$ cat src/rtl/core/pcfc_pkg.sv
package pcfc_pkg;

    // EtherType values in host order
    localparam logic [15:0] ETH_TYPE_IPV4 = 16'h0800;
    localparam logic [15:0] ETH_TYPE_ARP  = 16'h0806;

    localparam int unsigned NUM_SLOTS = 4;

    // frame class codes
    localparam logic [2:0] CLASS_SLOT0   = 3'd0;
    localparam logic [2:0] CLASS_SLOT1   = 3'd1;
    localparam logic [2:0] CLASS_SLOT2   = 3'd2;
    localparam logic [2:0] CLASS_SLOT3   = 3'd3;
    localparam logic [2:0] CLASS_OTHER   = 3'd4;
    localparam logic [2:0] CLASS_ARP     = 3'd5;
    localparam logic [2:0] CLASS_NON_IP  = 3'd6;
    localparam logic [2:0] CLASS_DROPPED = 3'd7;

    // configuration register indexes
    localparam logic [2:0] REG_ADDR_FILTER_ON = 3'd0;
    localparam logic [2:0] REG_FILTER_ADDRESS = 3'd1;
    localparam logic [2:0] REG_SLOT0_PROTOCOL = 3'd2;
    localparam logic [2:0] REG_SLOT1_PROTOCOL = 3'd3;
    localparam logic [2:0] REG_SLOT2_PROTOCOL = 3'd4;
    localparam logic [2:0] REG_SLOT3_PROTOCOL = 3'd5;

    // slot protocol reset values: ICMP, IGMP, TCP, UDP
    localparam logic [7:0] SLOT0_RESET = 8'd1;
    localparam logic [7:0] SLOT1_RESET = 8'd2;
    localparam logic [7:0] SLOT2_RESET = 8'd6;
    localparam logic [7:0] SLOT3_RESET = 8'd17;

    typedef struct packed {
        logic [15:0] ether_type;
        logic [31:0] src_address;
        logic [31:0] dst_address;
        logic [7:0]  proto_number;
    } hdr_item_t;

    typedef struct packed {
        logic [2:0]  frame_class;
        logic [31:0] slot0_tally;
        logic [31:0] slot1_tally;
        logic [31:0] slot2_tally;
        logic [31:0] slot3_tally;
        logic [31:0] arp_tally;
        logic [31:0] other_tally;
        logic [31:0] frame_tally;
    } res_item_t;

    typedef struct packed {
        logic                           addr_filter_on;
        logic [31:0]                    filter_address;
        logic [NUM_SLOTS-1:0][7:0]      slot_protocol;
    } cfg_t;

    // classifier verdict: class code plus counter bump enables
    typedef struct packed {
        logic [2:0]           frame_class;
        logic [NUM_SLOTS-1:0] slot_inc;
        logic                 arp_inc;
        logic                 other_inc;
    } verdict_t;

    typedef struct packed {
        logic [NUM_SLOTS-1:0][31:0] slot_count;
        logic [31:0]                arp_count;
        logic [31:0]                other_count;
        logic [31:0]                frame_count;
    } tally_t;

endpackage

$ cat src/rtl/core/pcfc_classify.sv
module pcfc_classify (
    input  pcfc_pkg::hdr_item_t hdr,
    input  pcfc_pkg::cfg_t      cfg,
    output pcfc_pkg::verdict_t  verdict
);

    logic                           is_ipv4;
    logic                           is_arp;
    logic                           addr_drop;
    logic [pcfc_pkg::NUM_SLOTS-1:0] slot_hit;

    assign is_ipv4   = (hdr.ether_type == pcfc_pkg::ETH_TYPE_IPV4);
    assign is_arp    = (hdr.ether_type == pcfc_pkg::ETH_TYPE_ARP);
    assign addr_drop = cfg.addr_filter_on
                     && (hdr.src_address != cfg.filter_address)
                     && (hdr.dst_address != cfg.filter_address);

    always_comb
    begin
        for (int k = 0; k < pcfc_pkg::NUM_SLOTS; k++)
        begin
            slot_hit[k] = (hdr.proto_number == cfg.slot_protocol[k]);
        end
    end

    // lowest slot wins
    always_comb
    begin
        verdict = '0;
        if (is_ipv4)
        begin
            if (addr_drop)
            begin
                verdict.frame_class = pcfc_pkg::CLASS_DROPPED;
            end
            else if (slot_hit[0])
            begin
                verdict.frame_class = pcfc_pkg::CLASS_SLOT0;
                verdict.slot_inc[0] = 1'b1;
            end
            else if (slot_hit[1])
            begin
                verdict.frame_class = pcfc_pkg::CLASS_SLOT1;
                verdict.slot_inc[1] = 1'b1;
            end
            else if (slot_hit[2])
            begin
                verdict.frame_class = pcfc_pkg::CLASS_SLOT2;
                verdict.slot_inc[2] = 1'b1;
            end
            else if (slot_hit[3])
            begin
                verdict.frame_class = pcfc_pkg::CLASS_SLOT3;
                verdict.slot_inc[3] = 1'b1;
            end
            else
            begin
                verdict.frame_class = pcfc_pkg::CLASS_OTHER;
                verdict.other_inc   = 1'b1;
            end
        end
        else if (is_arp)
        begin
            verdict.frame_class = pcfc_pkg::CLASS_ARP;
            verdict.arp_inc     = 1'b1;
        end
        else
        begin
            verdict.frame_class = pcfc_pkg::CLASS_NON_IP;
        end
    end

endmodule

$ cat src/rtl/core/pcfc_counters.sv
module pcfc_counters (
    input  logic               clk,
    input  logic               rst_n,
    input  logic               advance,
    input  pcfc_pkg::verdict_t verdict,
    output pcfc_pkg::tally_t   tally
);

    pcfc_pkg::tally_t tally_reg;
    pcfc_pkg::tally_t tally_next;

    always_comb
    begin
        tally_next = tally_reg;
        if (advance)
        begin
            for (int k = 0; k < pcfc_pkg::NUM_SLOTS; k++)
            begin
                if (verdict.slot_inc[k])
                begin
                    tally_next.slot_count[k] = tally_reg.slot_count[k] + 32'd1;
                end
            end
            if (verdict.arp_inc)
            begin
                tally_next.arp_count = tally_reg.arp_count + 32'd1;
            end
            if (verdict.other_inc)
            begin
                tally_next.other_count = tally_reg.other_count + 32'd1;
            end
            tally_next.frame_count = tally_reg.frame_count + 32'd1;
        end
    end

    always_ff @(posedge clk or negedge rst_n)
    begin
        if (!rst_n)
        begin
            tally_reg <= '0;
        end
        else
        begin
            tally_reg <= tally_next;
        end
    end

    assign tally = tally_reg;

endmodule

$ cat src/rtl/core/packet_class_filter_counter.sv
// Frame classifier with per-class counters.
//
// Header channel (hdr_valid / hdr_stall / hdr): one header summary per
// transfer. Result channel (res_valid / res_stall / res): one result per
// header, carrying the class code and every counter after that frame.
// Configuration is a plain write port (cfg_we / cfg_index / cfg_wdata); the
// user must write it only while no frame is in flight; the block does not enforce this.
//
// A header that is taken sits in the input register, then moves into the
// result register, from which it can transfer out. Throughput: one frame per
// cycle while res_stall does not block the result; the classify compares and
// the 32-bit increments sit in one register stage.
//
// The counters themselves are the result payload: they step only when a
// frame moves into the result register, so a stalled result holds still.
// When res_stall is high with a result pending, the input register holds
// its frame and hdr_stall rises once that register is occupied.
//
// Reset clears all counters and valid flags, the filter to off/0.0.0.0,
// and the slot protocols to 1, 2, 6 and 17.
module packet_class_filter_counter (
    input  logic                clk,
    input  logic                rst_n,
    input  logic                hdr_valid,
    output logic                hdr_stall,
    input  pcfc_pkg::hdr_item_t hdr,
    output logic                res_valid,
    input  logic                res_stall,
    output pcfc_pkg::res_item_t res,
    input  logic                cfg_we,
    input  logic [2:0]          cfg_index,
    input  logic [31:0]         cfg_wdata
);

    // configuration
    pcfc_pkg::cfg_t cfg_reg;

    // input stage
    logic                s1_valid_reg;
    pcfc_pkg::hdr_item_t s1_item_reg;

    // result stage
    logic       res_valid_reg;
    logic [2:0] class_reg;

    logic               res_blocked;
    logic               s1_advance;
    logic               hdr_xfer;
    pcfc_pkg::verdict_t verdict;
    pcfc_pkg::tally_t   tally;

    assign res_blocked = res_valid_reg && res_stall;
    assign s1_advance  = s1_valid_reg && !res_blocked;
    assign hdr_stall   = s1_valid_reg && res_blocked;
    assign hdr_xfer    = hdr_valid && !hdr_stall;

    // config writes; unknown indexes fall through
    always_ff @(posedge clk or negedge rst_n)
    begin
        if (!rst_n)
        begin
            cfg_reg.addr_filter_on   <= 1'b0;
            cfg_reg.filter_address   <= '0;
            cfg_reg.slot_protocol[0] <= pcfc_pkg::SLOT0_RESET;
            cfg_reg.slot_protocol[1] <= pcfc_pkg::SLOT1_RESET;
            cfg_reg.slot_protocol[2] <= pcfc_pkg::SLOT2_RESET;
            cfg_reg.slot_protocol[3] <= pcfc_pkg::SLOT3_RESET;
        end
        else if (cfg_we)
        begin
            case (cfg_index)
                pcfc_pkg::REG_ADDR_FILTER_ON: cfg_reg.addr_filter_on   <= cfg_wdata[0];
                pcfc_pkg::REG_FILTER_ADDRESS: cfg_reg.filter_address   <= cfg_wdata;
                pcfc_pkg::REG_SLOT0_PROTOCOL: cfg_reg.slot_protocol[0] <= cfg_wdata[7:0];
                pcfc_pkg::REG_SLOT1_PROTOCOL: cfg_reg.slot_protocol[1] <= cfg_wdata[7:0];
                pcfc_pkg::REG_SLOT2_PROTOCOL: cfg_reg.slot_protocol[2] <= cfg_wdata[7:0];
                pcfc_pkg::REG_SLOT3_PROTOCOL: cfg_reg.slot_protocol[3] <= cfg_wdata[7:0];
                default:
                begin
                end
            endcase
        end
    end

    // valid flags
    always_ff @(posedge clk or negedge rst_n)
    begin
        if (!rst_n)
        begin
            s1_valid_reg  <= 1'b0;
            res_valid_reg <= 1'b0;
        end
        else
        begin
            if (!s1_valid_reg || !res_blocked)
            begin
                s1_valid_reg <= hdr_valid;
            end
            if (!res_blocked)
            begin
                res_valid_reg <= s1_valid_reg;
            end
        end
    end

    // payload registers, no reset
    always_ff @(posedge clk)
    begin
        if (hdr_xfer)
        begin
            s1_item_reg <= hdr;
        end
        if (s1_advance)
        begin
            class_reg <= verdict.frame_class;
        end
    end

    pcfc_classify u_classify (
        .hdr     (s1_item_reg),
        .cfg     (cfg_reg),
        .verdict (verdict)
    );

    pcfc_counters u_counters (
        .clk     (clk),
        .rst_n   (rst_n),
        .advance (s1_advance),
        .verdict (verdict),
        .tally   (tally)
    );

    assign res_valid       = res_valid_reg;
    assign res.frame_class = class_reg;
    assign res.slot0_tally = tally.slot_count[0];
    assign res.slot1_tally = tally.slot_count[1];
    assign res.slot2_tally = tally.slot_count[2];
    assign res.slot3_tally = tally.slot_count[3];
    assign res.arp_tally   = tally.arp_count;
    assign res.other_tally = tally.other_count;
    assign res.frame_tally = tally.frame_count;

endmodule

$ cat config.mk
export PLATFORM = sky130hd
export DESIGN_NAME = packet_class_filter_counter
export DESIGN_NICKNAME = d
export VERILOG_FILES = /design/src/rtl/core/pcfc_pkg.sv /design/src/rtl/core/pcfc_classify.sv /design/src/rtl/core/pcfc_counters.sv /design/src/rtl/core/packet_class_filter_counter.sv
export SDC_FILE = /design/constraint.sdc
export NUM_CORES = 1
export LEC_CHECK = 0
export ABC_AREA = 1
export ABC_CLOCK_PERIOD_IN_PS = 2600
export BUFFER_PORTS_ARGS = -buffer_cell sky130_fd_sc_hd__buf_2
export CAP_MARGIN = 20
export CORE_AREA = 2 2 235 179
export CTS_CLUSTER_SIZE = 16
export DETAILED_ROUTE_END_ITERATION = 10
export DIE_AREA = 0 0 237 181
export GPL_TIMING_DRIVEN = 0
export PLACE_DENSITY = 0.76
export SYNTH_ARGS = -nofsm -noshare
export SYNTH_HDL_FRONTEND = slang
export SYNTH_SLANG_ARGS = --single-unit
export TNS_END_PERCENT = 5
$ cat constraint.sdc
create_clock -name clk -period 2.6 [get_ports clk]
set_input_delay 0.26 -clock clk [delete_from_list [all_inputs] [get_ports clk]]
set_output_delay 0.26 -clock clk [all_outputs]
set_load 0.05 [all_outputs]
==> impl_metrics.sql <==
INSERT INTO impl_metrics (metric_group, metric, value, unit) VALUES
('global_route', 'grt_use_total', '29.8', '%'),
('placement', 'port_buffers', '356', ''),
('status', 'status', 'complete, no violations', ''),
('timing', 'finalSetupViolCount', '0', ''),
('route', 'wl_per_cell', '17.9', 'um'),
('placement', 'dpl.hpwl', '44500', 'um'),
('yosys', 'synth_largest_area_cell', 'sky130_fd_sc_hd__dfrtp_1', ''),
('yosys', 'synth-async-reset-ratio', '76.2', '%'),
('worst_setup_path', 'critical_path_required', '3.04', 'ns'),
('worst_setup_path', 'critical_path_buf_inv_count', '2', ''),
('final_layout', 'fill_cells', '3369', ''),
('yosys', 'synth.yosys.warnings', '0', ''),
('yosys', 'synth.net_count', '2654', ''),
('worst_setup_path', 'end_kind', 'register', ''),
('yosys', 'yosys-top-cells-count', '816 x sky130_fd_sc_hd__nand2_1, 291 x sky130_fd_sc_hd__inv_1, 285 x sky130_fd_sc_hd__dfrtp_1', ''),
('worst_setup_path', 'crit_path_start_kind', 'register', ''),
('route', 'routed-via-count', '19400', ''),
('floorplanning', 'die_x', '237', 'um'),
('clocking', 'post_cts.repair.setup_buffers', '0', ''),
('timing', 'post-route-worst-setup-slack', '0.0528', 'ns'),
('timing', 'timing.final.crit_period', '2.55', 'ns'),
('worst_setup_path', 'crit_chain', 'xnor2_1 > nand2_1 > nor2_1 > nand2_1 > nor2_1 > nand2_1 > nand3_4 > buf_6 > nand4_1 > buf_2 > nand2_1 > nand2_1', ''),
('clocking', 'tritoncts', 'yes', ''),
('route', 'wl_met3', '4680', 'um'),
('global_route', 'first_global_vias', '18700', ''),
('route', 'first_iter_violations', '1638', ''),
('route', 'top_layer', 'met4', ''),
('worst_setup_path', 'cp_data_arrival_time', '2.98', 'ns'),
('clocking', 'clock_path_buffers', '3', ''),
('worst_setup_path', 'cp_slowest_cell', 'sky130_fd_sc_hd__dfrtp_1', ''),
('final_layout', 'max_ffs_per_register', '224', ''),
('global_route', 'grt_start_max_net_pins', '114', ''),
('yosys', 'synth-main-ff-cell', 'sky130_fd_sc_hd__dfrtp_1', ''),
('timing', 'final-hold-violation-count', '0', ''),
('timing', 'setup_repair_after_global_routing_missed_its_margin', 'false', ''),
('clocking', 'cts_made_buffers', '40', ''),
('placement', 'pre_cts_ws', '0.164', 'ns'),
('worst_setup_path', 'reg2reg_setup_slack', '0.05', 'ns'),
('placement', 'dp.cells', '3407', ''),
('floorplanning', 'initial_core_util', '50.7', '%'),
('final_layout', 'finish.instance_area', '0.0256', 'mm^2'),
('clocking', 'clock_tree.htree_level_count', '2', ''),
('timing', 'final_min_period_over_clock_period', '98.0', '%'),
('timing', 'relSlewSlack', '42.3', '%'),
('placement', 'place_congestion', '0.961', ''),
('route', 'post-route-drc-count', '0', ''),
('clocking', 'path_clk_slew', '0.07', 'ns'),
('power', 'cellPowerDensity', '578', 'mW/mm^2'),
('worst_setup_path', 'setup.worst_path.class', 'register to register', ''),
('power', 'fin_total_pwr', '14.8', 'mW'),
('job', 'max_cap_violations', '0', ''),
('clocking', 'numClockSinks', '382', ''),
('power', 'vdd_ir_drop_max', '0.651', 'mV'),
('yosys', 'synth_seq_cells', '382', ''),
('global_route', 'grt_first_pass_wirelength', '102000', 'um'),
('clocking', 'clock_insertion_delay_worst_skew', '0.57', 'ns'),
('worst_setup_path', 'crit_fanout', '10', ''),
('timing', 'fmax', '393', 'MHz'),
('global_route', 'grt_antenna_before_repair', '4', ''),
('timing', 'finClkSkew', '0.0339', 'ns'),
('final_layout', 'area_growth', '24.8', '%'),
('final_layout', 'fraction_of_layout_instances_using_a_drive_strength_above_1', '17.8', '%'),
('final_layout', 'final-instance-count-excl-fill', '3599', ''),
('worst_setup_path', 'worst_path_dominant_cell_family', 'simple AND/OR/NAND/NOR gates', ''),
('floorplanning', 'dieArea', '0.0429', 'mm^2'),
('route', 'routed_wl', '64500', 'um'),
('yosys', 'syn-cell-area', '0.0205', 'mm^2'),
('route', 'drtPass1Iterations', '7', ''),
('yosys', 'synth.most_common_cell', 'sky130_fd_sc_hd__nand2_1', ''),
('timing', 'worst-slew-pin-transition', '0.866', 'ns'),
('yosys', 'netlist-cell-type-count', '44', '');
## cells by family after synthesis
kind of cell	after synthesis	synth area share, %
AOI/OAI and AO/OA	75	1.85
xor gates and xnor gates	202	8.62
adders and majority gates	7	0.427
buffers and inverters	360	7.23
DFF	382	48.9
muxes	14	0.769
and+or+nand+nor	1479	32.2
## worst paths after layout
path                                           start                    end  depth (start not counted)
worst min-delay path                    cfg_wdata[1]            cfg_reg[17]                          3
worst max-delay path                     cfg_reg[57]  u_counters.tally[190]                         12
worst max register to register           cfg_reg[57]  u_counters.tally[190]                         12
worst min register to register  u_counters.tally[28]   u_counters.tally[28]                          1
max in group asynchronous                      rst_n            cfg_reg[10]                          3
min in group asynchronous                      rst_n  u_counters.tally[197]                          2
## cell usage in the layout (no fill, tap or decap), types with 55 or more instances in the layout
cell type and count:
sky130_fd_sc_hd__buf_2 378, sky130_fd_sc_hd__dfrtp_1 284, sky130_fd_sc_hd__dlygate4sd3_1 115, sky130_fd_sc_hd__edfxtp_1 91, sky130_fd_sc_hd__inv_1 289, sky130_fd_sc_hd__nand2_1 815
sky130_fd_sc_hd__nand3_1 134, sky130_fd_sc_hd__nand4_1 142, sky130_fd_sc_hd__nor2_1 216, sky130_fd_sc_hd__nor3_1 83, sky130_fd_sc_hd__o21ai_0 55, sky130_fd_sc_hd__xnor2_1 92
sky130_fd_sc_hd__xor2_1 110
## layer usage
metal / up-vias / track usage [%]
met3: 185 / 5.07
li1: 9143 / -
met4: 0 / 14.8
met5: - / 0
met1: 9151 / 39.9
met2: 874 / 46.9
## layout make-up
class                           count  area [um^2]  share of cell area (%)
Sequential cell                   382        10000                    39.2
Multi-Input combinational cell   1777         9030                    35.3
Timing Repair Buffer              475         3040                    11.9
Clock buffer                       59         1180                    4.63
Inverter                          300         1130                    4.42
Tap cell                          528          661                    2.58
Buffer                             60          367                    1.43
Clock inverter                     14          150                   0.587
Antenna cell                        4         10.0                  0.0391
## metrics by stage
step	setup TNS [ns]	hold WS, ns
4_1_cts	0	0.00788
5_1_grt	0	0.0642
3_3_place_gp	-1282.85	0.437
2_1_floorplan	-15.53	-0.0356
6_report	0	0.0477
3_5_place_dp	0	0.384
## repair_timing
action                                 CTS  global route
endpoints found under the hold margin  220             0
setup endpoints to repair                0            18
resized for setup                        0             6
hold buffers                           115             0
## power breakdown
part | internal [mW] | total [mW] | switching [mW]
clock network | 3.39 | 5.97 | 2.58
registers | 6.55 | 6.91 | 0.359
logic | 0.716 | 1.91 | 1.20
total | 10.7 | 14.8 | 4.13
## worst reg2reg max path, stage by stage, from the launching register on
cell	delay, ns
sky130_fd_sc_hd__dfrtp_1	0.44
sky130_fd_sc_hd__xnor2_1	0.31
sky130_fd_sc_hd__nand2_1	0.11
sky130_fd_sc_hd__nor2_1	0.16
sky130_fd_sc_hd__nand2_1	0.11
sky130_fd_sc_hd__nor2_1	0.11
sky130_fd_sc_hd__nand2_1	0.11
sky130_fd_sc_hd__nand3_4	0.22
sky130_fd_sc_hd__buf_6	0.21
sky130_fd_sc_hd__nand4_1	0.20
sky130_fd_sc_hd__buf_2	0.28
sky130_fd_sc_hd__nand2_1	0.10
sky130_fd_sc_hd__nand2_1	0.06
Power figures use the tool's default switching activity.
